===== src/hw/rtl/mcpi_pkg.sv =====
`default_nettype none

package mcpi_pkg;

   // Field widths of the channels and of the configuration registers.
   localparam int OP_W   = 2;
   localparam int CUR_W  = 12;
   localparam int PCT_W  = 8;
   localparam int DUTY_W = 12;
   localparam int EFF_W  = 13;
   localparam int GAIN_W = 16;
   localparam int ILIM_W = 20;
   localparam int CLIM_W = 11;
   localparam int CSR_INDEX_W = 4;
   localparam int CSR_DATA_W  = ILIM_W;

   // Internal datapath widths.
   localparam int ERR_W   = CUR_W + 1;
   localparam int SUM_W   = ILIM_W + 2;
   localparam int WAVE_W  = 6;
   localparam int PROP_W  = GAIN_W + 1 + ERR_W;
   localparam int INTEG_W = GAIN_W + 1 + SUM_W;
   localparam int TOT_W   = INTEG_W + 1;
   localparam int Q_SHIFT = 8;
   localparam int QUO_W   = TOT_W - Q_SHIFT;

   // PWM timer period and the largest drive magnitude it allows.
   localparam int PWM_TOP = 4000;
   localparam int EFF_MAX = PWM_TOP - 1;

   // Open-loop percent scaling: mag * EFF_MAX / 100 is split into a whole part
   // mag * (EFF_MAX / 100) and a small fraction mag * (EFF_MAX % 100) / 100,
   // the latter divided through a rounded-up reciprocal.
   localparam int PCT_MAX   = 100;
   localparam int MAG_W     = $clog2(PCT_MAX + 1);
   localparam int PWM_WHOLE = EFF_MAX / PCT_MAX;
   localparam int PWM_REM   = EFF_MAX % PCT_MAX;
   localparam int WHOLE_W   = $clog2(PCT_MAX * PWM_WHOLE + 1);
   localparam int REMP_W    = $clog2(PCT_MAX * (PCT_MAX - 1) + 1);
   localparam int FRAC_W    = $clog2(PCT_MAX);
   localparam int FRAC_SH   = REMP_W + $clog2(PCT_MAX);
   localparam int RECIP     = (2 ** FRAC_SH + PCT_MAX - 1) / PCT_MAX;
   localparam int RECIP_W   = FRAC_SH + 1 - $clog2(PCT_MAX);
   localparam int FPROD_W   = REMP_W + RECIP_W;

   // Tuning square wave.
   localparam int TUNE_HALF = 25;
   localparam int TUNE_FULL = 50;
   localparam int TUNE_AMP  = 100;

   // Reset values of the configuration registers (8.25 and 1.25 in Q8.8).
   localparam logic [GAIN_W-1:0] PROP_GAIN_RST  = GAIN_W'(2112);
   localparam logic [GAIN_W-1:0] INTEG_GAIN_RST = GAIN_W'(320);
   localparam logic [ILIM_W-1:0] ILIM_RST       = '0;
   localparam logic [CLIM_W-1:0] CLIM_RST       = CLIM_W'(1000);

   typedef enum logic [OP_W-1:0] {
      OP_IDLE  = 2'd0,
      OP_PWM   = 2'd1,
      OP_TUNE  = 2'd2,
      OP_TRACK = 2'd3
   } opcode_type;

   typedef enum logic [CSR_INDEX_W-1:0] {
      CSR_PROP_GAIN      = 4'd0,
      CSR_INTEG_GAIN     = 4'd1,
      CSR_INTEGRAL_LIMIT = 4'd2,
      CSR_CURRENT_LIMIT  = 4'd3
   } csr_index_type;

   typedef struct packed {
      logic [GAIN_W-1:0] prop_gain;
      logic [GAIN_W-1:0] integ_gain;
      logic [ILIM_W-1:0] integral_limit;
      logic [CLIM_W-1:0] current_limit_ma;
   } cfg_type;

   // Error stage output.
   typedef struct packed {
      opcode_type              op;
      logic signed [ERR_W-1:0] err;
      logic                    pwm_neg;
      logic [MAG_W-1:0]        pwm_mag;
   } err_stage_type;

   // Integrator stage output.
   typedef struct packed {
      opcode_type              op;
      logic signed [ERR_W-1:0] err;
      logic signed [SUM_W-1:0] error_sum;
      logic                    pwm_neg;
      logic [MAG_W-1:0]        pwm_mag;
      logic [REMP_W-1:0]       pwm_rem_prod;
   } integ_stage_type;

   // Multiplier stage output.
   typedef struct packed {
      opcode_type                op;
      logic signed [PROP_W-1:0]  prop_term;
      logic signed [INTEG_W-1:0] integ_term;
      logic                      pwm_neg;
      logic [WHOLE_W-1:0]        pwm_whole;
      logic [FRAC_W-1:0]         pwm_frac;
   } mult_stage_type;

endpackage

`default_nettype wire


===== src/hw/rtl/mcpi_if.sv =====
`default_nettype none

interface mcpi_req_if;
   logic                    valid;
   logic                    ready;
   logic [1:0]              opcode;
   logic signed [11:0]      sensor_ma;
   logic signed [11:0]      ref_ma;
   logic signed [7:0]       open_loop_pct;

   modport source (output valid, opcode, sensor_ma, ref_ma, open_loop_pct, input ready);
   modport sink (input valid, opcode, sensor_ma, ref_ma, open_loop_pct, output ready);
endinterface

interface mcpi_rsp_if;
   logic                    valid;
   logic                    ready;
   logic [11:0]             duty;
   logic                    direction;
   logic signed [12:0]      effort;

   modport source (output valid, duty, direction, effort, input ready);
   modport sink (input valid, duty, direction, effort, output ready);
endinterface

interface mcpi_csr_if;
   logic                    valid;
   logic                    ready;
   logic [3:0]              index;
   logic [19:0]             wdata;

   modport source (output valid, index, wdata, input ready);
   modport sink (input valid, index, wdata, output ready);
endinterface

`default_nettype wire


===== src/hw/rtl/mcpi_mult.sv =====
`default_nettype none

// Product stage: PI gain products and the open-loop percent scaling.
module mcpi_mult
   import mcpi_pkg::*;
(
   input  wire logic            clock,
   input  wire logic            reset,
   input  wire cfg_type         cfg,
   input  wire logic            in_valid,
   output logic                 in_ready,
   input  wire integ_stage_type in_data,
   output logic                 out_valid,
   input  wire logic            out_ready,
   output mult_stage_type       out_data
);

   logic           valid_ff;
   mult_stage_type data_ff;
   mult_stage_type data_in;
   logic [FPROD_W-1:0] frac_prod;

   assign in_ready = !valid_ff || out_ready;

   always_comb begin
      frac_prod = FPROD_W'(in_data.pwm_rem_prod) * FPROD_W'(RECIP);
      data_in.op         = in_data.op;
      data_in.prop_term  = PROP_W'(signed'({1'b0, cfg.prop_gain})) * PROP_W'(in_data.err);
      data_in.integ_term = INTEG_W'(signed'({1'b0, cfg.integ_gain}))
                           * INTEG_W'(in_data.error_sum);
      data_in.pwm_neg    = in_data.pwm_neg;
      data_in.pwm_whole  = WHOLE_W'(in_data.pwm_mag) * WHOLE_W'(PWM_WHOLE);
      data_in.pwm_frac   = frac_prod[FRAC_SH +: FRAC_W];
   end

   always_ff @(posedge clock) begin
      if (reset) begin
         valid_ff <= 1'b0;
      end else if (in_ready) begin
         valid_ff <= in_valid;
      end
   end

   always_ff @(posedge clock) begin
      if (in_ready && in_valid) begin
         data_ff <= data_in;
      end
   end

   assign out_valid = valid_ff;
   assign out_data  = data_ff;

endmodule

`default_nettype wire


===== src/hw/rtl/motor_current_pi_controller_unit.sv =====
`default_nettype none

// Channel   Dir  Handshake     Contents
// req_chan  in   valid/ready   opcode, sensor_ma, ref_ma, open_loop_pct (one control tick)
// rsp_chan  out  valid/ready   duty, direction, effort (one result per tick)
// csr_chan  in   valid/ready   index, wdata (register write, ready whenever out of reset)
//
// The datapath is a five-stage pipeline: input register, reference/error,
// integrator, gain products, output sum and saturation. A transaction can be
// accepted on every cycle while the output is not stalled. The product stage
// needs registered operands and a register after the 17x22-bit multiply. Reset is
// synchronous, holds both input channels not ready, and returns the gains,
// limits, integrator, wave counter and direction to their defaults.
// A stalled output only stalls the stages behind it up to the first bubble.
module motor_current_pi_controller_unit
   import mcpi_pkg::*;
(
   input  wire logic clock,
   input  wire logic reset,
   mcpi_req_if.sink   req_chan,
   mcpi_rsp_if.source rsp_chan,
   mcpi_csr_if.sink   csr_chan
);

   // ------------------------------------------------------------------
   // Configuration registers. Writes are only expected while the block is
   // idle, so the pipeline reads them without any shadowing.
   // ------------------------------------------------------------------
   cfg_type cfg_ff;

   assign csr_chan.ready = !reset;

   always_ff @(posedge clock) begin
      if (reset) begin
         cfg_ff.prop_gain        <= PROP_GAIN_RST;
         cfg_ff.integ_gain       <= INTEG_GAIN_RST;
         cfg_ff.integral_limit   <= ILIM_RST;
         cfg_ff.current_limit_ma <= CLIM_RST;
      end else if (csr_chan.valid) begin
         case (csr_index_type'(csr_chan.index))
            CSR_PROP_GAIN: begin
               cfg_ff.prop_gain <= csr_chan.wdata[GAIN_W-1:0];
            end
            CSR_INTEG_GAIN: begin
               cfg_ff.integ_gain <= csr_chan.wdata[GAIN_W-1:0];
            end
            CSR_INTEGRAL_LIMIT: begin
               cfg_ff.integral_limit <= csr_chan.wdata[ILIM_W-1:0];
            end
            CSR_CURRENT_LIMIT: begin
               cfg_ff.current_limit_ma <= csr_chan.wdata[CLIM_W-1:0];
            end
            default: begin
               // Indexes past the register list are dropped.
            end
         endcase
      end
   end

   // ------------------------------------------------------------------
   // Stage handshakes. Each stage loads when it is empty or when the stage
   // after it is loading, so bubbles are squeezed out under back-pressure.
   // ------------------------------------------------------------------
   logic in_valid_ff;
   logic err_valid_ff;
   logic integ_valid_ff;
   logic mult_valid;
   logic out_valid_ff;

   logic in_ready;
   logic err_ready;
   logic integ_ready;
   logic mult_ready;
   logic out_ready;

   assign out_ready   = !out_valid_ff || rsp_chan.ready;
   assign integ_ready = !integ_valid_ff || mult_ready;
   assign err_ready   = !err_valid_ff || integ_ready;
   assign in_ready    = !in_valid_ff || err_ready;

   assign req_chan.ready = in_ready && !reset;

   always_ff @(posedge clock) begin
      if (reset) begin
         in_valid_ff    <= 1'b0;
         err_valid_ff   <= 1'b0;
         integ_valid_ff <= 1'b0;
         out_valid_ff   <= 1'b0;
      end else begin
         if (in_ready) begin
            in_valid_ff <= req_chan.valid;
         end
         if (err_ready) begin
            err_valid_ff <= in_valid_ff;
         end
         if (integ_ready) begin
            integ_valid_ff <= err_valid_ff;
         end
         if (out_ready) begin
            out_valid_ff <= mult_valid;
         end
      end
   end

   // ------------------------------------------------------------------
   // Input register.
   // ------------------------------------------------------------------
   opcode_type              op_ff;
   logic signed [CUR_W-1:0] sensor_ff;
   logic signed [CUR_W-1:0] ref_ff;
   logic signed [PCT_W-1:0] pct_ff;

   always_ff @(posedge clock) begin
      if (in_ready && req_chan.valid) begin
         op_ff     <= opcode_type'(req_chan.opcode);
         sensor_ff <= req_chan.sensor_ma;
         ref_ff    <= req_chan.ref_ma;
         pct_ff    <= req_chan.open_loop_pct;
      end
   end

   // ------------------------------------------------------------------
   // Reference and error stage. The tuning wave counter lives here and advances
   // once per tuning tick, in tick order; any other tick resets it to zero.
   // ------------------------------------------------------------------
   logic [WAVE_W-1:0]       wave_ff;
   logic [WAVE_W-1:0]       wave_in;
   logic [WAVE_W:0]         wave_plus;
   logic signed [CUR_W-1:0] ref_raw;
   logic signed [CUR_W-1:0] ref_lim;
   logic signed [CUR_W-1:0] ref_lim_neg;
   logic signed [CUR_W-1:0] ref_clamped;
   logic signed [PCT_W-1:0] pct_clamped;
   logic signed [PCT_W-1:0] pct_abs;
   err_stage_type           err_in;
   err_stage_type           err_ff;

   always_comb begin
      wave_plus   = {1'b0, wave_ff} + (WAVE_W + 1)'(1);
      wave_in     = '0;
      ref_raw     = ref_ff;
      ref_lim     = signed'({1'b0, cfg_ff.current_limit_ma});
      ref_lim_neg = -ref_lim;

      case (op_ff)
         OP_TUNE: begin
            // Square wave: negative half, then positive half. A counter found
            // past the end of the wave gives a zero reference and wraps.
            if (wave_ff < WAVE_W'(TUNE_HALF)) begin
               ref_raw = CUR_W'(-TUNE_AMP);
            end else if (wave_ff < WAVE_W'(TUNE_FULL)) begin
               ref_raw = CUR_W'(TUNE_AMP);
            end else begin
               ref_raw = '0;
            end
            if (wave_plus >= (WAVE_W + 1)'(TUNE_FULL)) begin
               wave_in = WAVE_W'(wave_plus - (WAVE_W + 1)'(TUNE_FULL));
            end else begin
               wave_in = WAVE_W'(wave_plus);
            end
         end
         default: begin
            ref_raw = ref_ff;
            wave_in = '0;
         end
      endcase

      if (ref_raw > ref_lim) begin
         ref_clamped = ref_lim;
      end else if (ref_raw < ref_lim_neg) begin
         ref_clamped = ref_lim_neg;
      end else begin
         ref_clamped = ref_raw;
      end

      if (pct_ff > PCT_W'(PCT_MAX)) begin
         pct_clamped = PCT_W'(PCT_MAX);
      end else if (pct_ff < PCT_W'(-PCT_MAX)) begin
         pct_clamped = PCT_W'(-PCT_MAX);
      end else begin
         pct_clamped = pct_ff;
      end
      pct_abs = (pct_clamped < 0) ? -pct_clamped : pct_clamped;

      err_in.op      = op_ff;
      err_in.err     = ERR_W'(ref_clamped) - ERR_W'(sensor_ff);
      err_in.pwm_neg = pct_clamped < 0;
      err_in.pwm_mag = MAG_W'(pct_abs);
   end

   always_ff @(posedge clock) begin
      if (reset) begin
         wave_ff <= '0;
      end else if (err_ready && in_valid_ff) begin
         wave_ff <= wave_in;
      end
   end

   always_ff @(posedge clock) begin
      if (err_ready && in_valid_ff) begin
         err_ff <= err_in;
      end
   end

   // ------------------------------------------------------------------
   // Integrator stage with anti-windup clamp. Idle and open-loop ticks
   // clear the accumulated error.
   // ------------------------------------------------------------------
   logic signed [SUM_W-1:0] error_sum_ff;
   logic signed [SUM_W-1:0] error_sum_in;
   logic signed [SUM_W:0]   sum_raw;
   logic signed [SUM_W:0]   sum_lim;
   logic signed [SUM_W:0]   sum_lim_neg;
   integ_stage_type         integ_in;
   integ_stage_type         integ_ff;

   always_comb begin
      sum_raw     = (SUM_W + 1)'(error_sum_ff) + (SUM_W + 1)'(err_ff.err);
      sum_lim     = signed'({3'b000, cfg_ff.integral_limit});
      sum_lim_neg = -sum_lim;

      case (err_ff.op)
         OP_TUNE, OP_TRACK: begin
            if (sum_raw > sum_lim) begin
               error_sum_in = SUM_W'(sum_lim);
            end else if (sum_raw < sum_lim_neg) begin
               error_sum_in = SUM_W'(sum_lim_neg);
            end else begin
               error_sum_in = SUM_W'(sum_raw);
            end
         end
         default: begin
            error_sum_in = '0;
         end
      endcase

      integ_in.op           = err_ff.op;
      integ_in.err          = err_ff.err;
      integ_in.error_sum    = error_sum_in;
      integ_in.pwm_neg      = err_ff.pwm_neg;
      integ_in.pwm_mag      = err_ff.pwm_mag;
      integ_in.pwm_rem_prod = REMP_W'(err_ff.pwm_mag) * REMP_W'(PWM_REM);
   end

   always_ff @(posedge clock) begin
      if (reset) begin
         error_sum_ff <= '0;
      end else if (integ_ready && err_valid_ff) begin
         error_sum_ff <= error_sum_in;
      end
   end

   always_ff @(posedge clock) begin
      if (integ_ready && err_valid_ff) begin
         integ_ff <= integ_in;
      end
   end

   // ------------------------------------------------------------------
   // Gain products.
   // ------------------------------------------------------------------
   mult_stage_type mult_data;

   mcpi_mult u_mult (
      .clock     (clock),
      .reset     (reset),
      .cfg       (cfg_ff),
      .in_valid  (integ_valid_ff),
      .in_ready  (mult_ready),
      .in_data   (integ_ff),
      .out_valid (mult_valid),
      .out_ready (out_ready),
      .out_data  (mult_data)
   );

   // ------------------------------------------------------------------
   // Output stage: PI sum scaled by 1/256 with truncation toward zero,
   // saturation to the PWM range, and the duty/direction split. The
   // output register also holds the last direction, which idle repeats.
   // ------------------------------------------------------------------
   logic signed [TOT_W-1:0] pi_total;
   logic signed [TOT_W-1:0] pi_biased;
   logic signed [QUO_W-1:0] pi_quot;
   logic signed [EFF_W-1:0] pi_effort;
   logic [DUTY_W-1:0]       pwm_abs;
   logic signed [EFF_W-1:0] pwm_effort;
   logic signed [EFF_W-1:0] effort_in;
   logic [DUTY_W-1:0]       duty_in;
   logic                    direction_in;

   logic [DUTY_W-1:0]       duty_ff;
   logic                    direction_ff;
   logic signed [EFF_W-1:0] effort_ff;

   always_comb begin
      pi_total  = TOT_W'(mult_data.prop_term) + TOT_W'(mult_data.integ_term);
      pi_biased = pi_total
                  + ((pi_total < 0) ? TOT_W'((2 ** Q_SHIFT) - 1) : TOT_W'(0));
      pi_quot   = pi_biased[TOT_W-1:Q_SHIFT];
      if (pi_quot > QUO_W'(EFF_MAX)) begin
         pi_effort = EFF_W'(EFF_MAX);
      end else if (pi_quot < QUO_W'(-EFF_MAX)) begin
         pi_effort = EFF_W'(-EFF_MAX);
      end else begin
         pi_effort = EFF_W'(pi_quot);
      end

      pwm_abs    = DUTY_W'(mult_data.pwm_whole) + DUTY_W'(mult_data.pwm_frac);
      pwm_effort = mult_data.pwm_neg ? -signed'(EFF_W'(pwm_abs)) : signed'(EFF_W'(pwm_abs));

      case (mult_data.op)
         OP_IDLE: begin
            effort_in    = '0;
            duty_in      = '0;
            direction_in = direction_ff;
         end
         OP_PWM: begin
            effort_in    = pwm_effort;
            duty_in      = pwm_abs;
            direction_in = pwm_effort < 0;
         end
         default: begin
            effort_in    = pi_effort;
            direction_in = pi_effort < 0;
            duty_in      = (pi_effort < 0) ? DUTY_W'(-pi_effort) : DUTY_W'(pi_effort);
         end
      endcase
   end

   always_ff @(posedge clock) begin
      if (reset) begin
         direction_ff <= 1'b0;
      end else if (out_ready && mult_valid) begin
         direction_ff <= direction_in;
      end
   end

   always_ff @(posedge clock) begin
      if (out_ready && mult_valid) begin
         duty_ff   <= duty_in;
         effort_ff <= effort_in;
      end
   end

   assign rsp_chan.valid     = out_valid_ff;
   assign rsp_chan.duty      = duty_ff;
   assign rsp_chan.direction = direction_ff;
   assign rsp_chan.effort    = effort_ff;

endmodule

`default_nettype wire


===== src/flat_wrapper.sv =====
// flat-port wrapper written by rule: the top's interface ports become plain ports
module motor_current_pi_controller_unit_flat import mcpi_pkg::*;
  (clock, reset, req_chan_valid, req_chan_opcode, req_chan_sensor_ma, req_chan_ref_ma, req_chan_open_loop_pct, req_chan_ready, rsp_chan_valid, rsp_chan_duty, rsp_chan_direction, rsp_chan_effort, rsp_chan_ready, csr_chan_valid, csr_chan_index, csr_chan_wdata, csr_chan_ready);
  mcpi_req_if req_chan_i ();
  mcpi_rsp_if rsp_chan_i ();
  mcpi_csr_if csr_chan_i ();
  input  wire logic clock;
  input  wire logic reset;
  input wire logic [$bits(req_chan_i.valid)-1:0] req_chan_valid;
  input wire logic [$bits(req_chan_i.opcode)-1:0] req_chan_opcode;
  input wire logic [$bits(req_chan_i.sensor_ma)-1:0] req_chan_sensor_ma;
  input wire logic [$bits(req_chan_i.ref_ma)-1:0] req_chan_ref_ma;
  input wire logic [$bits(req_chan_i.open_loop_pct)-1:0] req_chan_open_loop_pct;
  output wire logic [$bits(req_chan_i.ready)-1:0] req_chan_ready;
  output wire logic [$bits(rsp_chan_i.valid)-1:0] rsp_chan_valid;
  output wire logic [$bits(rsp_chan_i.duty)-1:0] rsp_chan_duty;
  output wire logic [$bits(rsp_chan_i.direction)-1:0] rsp_chan_direction;
  output wire logic [$bits(rsp_chan_i.effort)-1:0] rsp_chan_effort;
  input wire logic [$bits(rsp_chan_i.ready)-1:0] rsp_chan_ready;
  input wire logic [$bits(csr_chan_i.valid)-1:0] csr_chan_valid;
  input wire logic [$bits(csr_chan_i.index)-1:0] csr_chan_index;
  input wire logic [$bits(csr_chan_i.wdata)-1:0] csr_chan_wdata;
  output wire logic [$bits(csr_chan_i.ready)-1:0] csr_chan_ready;
  assign req_chan_i.valid = req_chan_valid;
  assign req_chan_i.opcode = req_chan_opcode;
  assign req_chan_i.sensor_ma = req_chan_sensor_ma;
  assign req_chan_i.ref_ma = req_chan_ref_ma;
  assign req_chan_i.open_loop_pct = req_chan_open_loop_pct;
  assign req_chan_ready = req_chan_i.ready;
  assign rsp_chan_valid = rsp_chan_i.valid;
  assign rsp_chan_duty = rsp_chan_i.duty;
  assign rsp_chan_direction = rsp_chan_i.direction;
  assign rsp_chan_effort = rsp_chan_i.effort;
  assign rsp_chan_i.ready = rsp_chan_ready;
  assign csr_chan_i.valid = csr_chan_valid;
  assign csr_chan_i.index = csr_chan_index;
  assign csr_chan_i.wdata = csr_chan_wdata;
  assign csr_chan_ready = csr_chan_i.ready;
  motor_current_pi_controller_unit u_core (.clock(clock), .reset(reset), .req_chan(req_chan_i), .rsp_chan(rsp_chan_i), .csr_chan(csr_chan_i));
endmodule

===== config.mk =====
export PLATFORM = sky130hd
export DESIGN_NAME = motor_current_pi_controller_unit_flat
export DESIGN_NICKNAME = d
export VERILOG_FILES = /design/src/hw/rtl/mcpi_pkg.sv /design/src/hw/rtl/mcpi_if.sv /design/src/hw/rtl/mcpi_mult.sv /design/src/hw/rtl/motor_current_pi_controller_unit.sv /design/src/flat_wrapper.sv
export SDC_FILE = /design/constraint.sdc
export NUM_CORES = 2
export LEC_CHECK = 0
export BUFFER_PORTS_ARGS = -buffer_cell sky130_fd_sc_hd__buf_2
export CORE_MARGIN = 2
export CORE_UTILIZATION = 60
export DETAILED_ROUTE_END_ITERATION = 7
export PLACE_DENSITY = 0.8
export SETUP_SLACK_MARGIN = 0.3
export SKIP_CTS_REPAIR_TIMING = 1
export SLEW_MARGIN = 5
export SYNTH_ARGS = -nofsm -noshare
export SYNTH_HDL_FRONTEND = slang
export SYNTH_SLANG_ARGS = --single-unit

===== constraint.sdc =====
create_clock -name clock -period 7.3 [get_ports clock]
set_input_delay 1.46 -clock clock [delete_from_list [all_inputs] [get_ports clock]]
set_output_delay 1.46 -clock clock [all_outputs]
set_load 0.05 [all_outputs]

==> results.md <==
* # fillers at 5824
* Non-Filler Instances at 5940
* Most area-consuming cells after synthesis: fa_1 (26%), edfxtp_1 (15%), ha_1 (14%)
* Worst skew pair latency at 0.57 ns
* Antenna violations before repair at 1
* Nets@finish at between 6k and 7k
* PortBufs at between 90 and 100
* Worst R2R Setup Slack at 0.56 ns
* Final Max Tran Viols at 0
* DIE AREA at 76580 um2
* EDFF count, synth at 230
* Syn_area_per_cell at 9.246 um2
* Multi-input logic area at 32380 um2
* Max Fclk at 148.4 MHz
* GPL Wtd Cong at 0.9530
* DIE WIDTH at 276.7 um
* GRT Total Usage at 0.2855
* IO Pins at 92
* Unique cell type count in the Yosys netlist at 97
* Detailed Route Iter0 Violations at 2579
* Reg-to-Reg Start: u_core.integ_ff[30]$_DFFE_PP_
* Hold depth at 0
* Yosys top cell area share at 0.2606
* Reg clk slew, reported paths at 0.07 ns
* Main synth FF type: edfxtp_1
* Drt total wl at between 100 and 150 mm
* Worst clock skew at 0.02219 ns
* HP Start: u_core.integ_ff[21]$_DFFE_PP_
* Max clock buf depth at 3
* Async SR Flop Fraction at 0
* CTS Sinks at 327
* Register area at between 8000 and 9000 um2
* Hold EP: u_core.u_mult.out_data[19]$_DFFE_PP_
* CTS Buf Count at 39
* Static leakage at 22.75 nW
* Global-route wire length before repair at 177.0 mm
* Worst slack at placement at 0.05853 ns
* Final setup viols at 0
* Worst setup margin at between 0.5 and 0.6 ns
* Power, Total at 8.014 mW
* H-tree depth at 2
* RR Endpoint: u_core.u_mult.out_data[57]$_DFFE_PP_
* Post-synthesis to final-layout area growth at 8.304%
* Layout cells sized above 1 at 0.08208
* Synth cell count leaders: inv_1 (806), nand2_1 (591), fa_1 (581), ha_1 (505), and2_1 (250)
* # diodes at 0
* Post-route DRC violation count at 0
* Final hold violations at 0
* Worst r2r path cells at 25
* Final Critical Period at 6.740 ns
* Post-route ant nets at 0
* Final core occ at 0.6526
* CP endpoint kind: flip-flop
* Post-synth top area cell: fa_1
* Critical path required time at 7.61 ns
* Post-synthesis sequential area ratio at 0.1983
* Number of synthesized register bits at approximately 330
* CTS Root Cell: clkbuf_16
* Die height at 276.7 um
* CP startpoint kind: flip-flop
* Vias per inst at 5.802
* # rows at 100
* Pin count of the biggest net entering global routing at between 80 and 90
* WL per Instance at 18.43 um
* Max_cap viols at 0
* Actual slew at the worst max-slew pin at around 1.1 ns
* Vias at around 34k
* CORE AREA at about 74000 um2
* Most common cell in the netlist: inv_1
* PD cells at 165.8 nW/um2
* Setup CP Type: reg2reg
* Worst Path Arrival at ~7.1 ns
* Placed cells at 5828
* VDD IR-drop max at 0.2166 mV
* Number of global-route vias before repair at approximately 35k
* RSZ-0062 raised after global routing: yes
* Type of the most critical hold path: reg2reg
* Cells after Synth at 4827
* Starting density of the core at 0.6025
* First drt pass iteration count at 6
* Period utilisation layout at 0.9233
* Slew HR at 0.2334
* CTS tree: yes
* Post-Syn Area at 44630 um2
* Peak fanout along the critical path at 6
* Synthesis Warnings at 0
* Grt ovf at 0
* Syn nets at 5976
* Status: finished, final reports clean
* DP HPWL at around 90 mm
[cell families (layout without fill, tap and decap cells)]
| family | after synthesis | after routing | synth area share |
|---|---|---|---|
| adders and majority gates | 1086 | 1086 | 0.4022 |
| muxes | 35 | 35 | 0.007878 |
| AOI/OAI and AO/OA | 744 | 744 | 0.1098 |
| buffers and inverters | 975 | 1119 | 0.08268 |
| DFF | 327 | 327 | 0.1983 |
| xor gates and xnor gates | 215 | 215 | 0.04219 |
| and+or+nand+nor | 1445 | 1445 | 0.1570 |
[per-stage QoR]
stage | hold slack [ns] | TNS, ns | area, um2
after global placement | 0.4043 | 0 | 46490
final | 0.4324 | 0 | 48340
after detailed placement | 0.4217 | 0 | 46490
after global routing | 0.4377 | 0 | 48340
after CTS | 0.4372 | -0.01068 | 47710
after floorplan | 0.4003 | 0 | 44630
[registers in the layout, indices dropped and copies added, names as in the netlist, 2 cells and up]
register,count
u_core.rsp_chan.duty,11
u_core.wave_ff,6
u_core.err_ff,23
u_core.sensor_ff,12
u_core.u_mult.out_data,91
u_core.pct_ff,8
u_core.cfg_ff,63
u_core.error_sum_ff,22
u_core.integ_ff,58
u_core.op_ff,2
u_core.ref_ff,12
u_core.rsp_chan.effort,13
[worst max-delay path, stage by stage (launching register included)]
cell and delay [ns]:
edfxtp_1 0.57, nand2_2 0.12, fa_1 0.59, inv_1 0.08, fa_1 0.53, inv_1 0.05
fa_1 0.49, inv_1 0.06, fa_1 0.48, inv_1 0.05, fa_1 0.52, inv_1 0.05
fa_1 0.47, ha_1 0.24, or3_4 0.41, nor3_1 0.12, or2_2 0.15, a21oi_1 0.09
and2_1 0.22, nor2_1 0.08, nand2_1 0.09, a31o_2 0.28, o21a_1 0.21, a211o_1 0.31
a21oi_2 0.15, xnor2_1 0.08
[power by group]
part / internal, mW / switching (mW) / total, mW
registers: 2.18 / 0.0895 / 2.27
clock network: 1.07 / 0.832 / 1.91
logic: 1.63 / 2.21 / 3.84
total: 4.88 / 3.14 / 8.01
[routing by layer]
metal | wire [um] | GRT usage | share of wire | vias to the layer above
li1 | - | - | - | 16070
met1 | 44540 | 0.3751 | 0.41 | 16860
met2 | 52610 | 0.4782 | 0.48 | 1290
met3 | 8551 | 0.05205 | 0.078 | 238
met4 | 3787 | 0.09685 | 0.035 | 2
met5 | 8 | 0 | 0.000073 | -
[final cells by class]
type | instances | share of cell area
Inverter | 807 | 0.06267
Tap cell | 969 | 0.02508
Clock buffer | 46 | 0.02180
Timing Repair Buffer | 243 | 0.03365
Sequential cell | 327 | 0.1835
Clock inverter | 23 | 0.003417
Multi-Input combinational cell | 3525 | 0.6699
[layout by cell type, fill, tap and decap left out, types with 49 or more instances in the layout]
cell type	Yosys	layout
dfxtp_1	97	85
xor2_1	55	51
nor3_1	71	68
edfxtp_1	230	230
nand3_1	73	73
fa_1	581	581
and2_1	250	250
nand2b_1	50	49
buf_2	15	92
inv_1	806	805
a21o_1	53	53
nand2_1	591	589
a21oi_1	230	221
nor2_1	202	200
ha_1	505	500
o21ai_0	121	120
buf_4	1	147
xnor2_1	160	159
[how the worst max path moves through the flow]
stage	start	end	cells after the start
floorplan	u_core.u_mult.out_data[21]$_DFFE_PP_	u_core.rsp_chan.duty[10]$_DFFE_PP_	28
global placement	u_core.u_mult.out_data[21]$_DFFE_PP_	u_core.rsp_chan.duty[10]$_DFFE_PP_	25
detailed placement	u_core.integ_ff[45]$_DFFE_PP_	u_core.u_mult.out_data[88]$_DFFE_PP_	28
CTS	u_core.integ_ff[47]$_DFFE_PP_	u_core.u_mult.out_data[88]$_DFFE_PP_	28
global route	u_core.integ_ff[45]$_DFFE_PP_	u_core.u_mult.out_data[88]$_DFFE_PP_	29
finish	u_core.integ_ff[30]$_DFFE_PP_	u_core.u_mult.out_data[57]$_DFFE_PP_	25
Note: power is estimated with default switching activity, not from simulation.
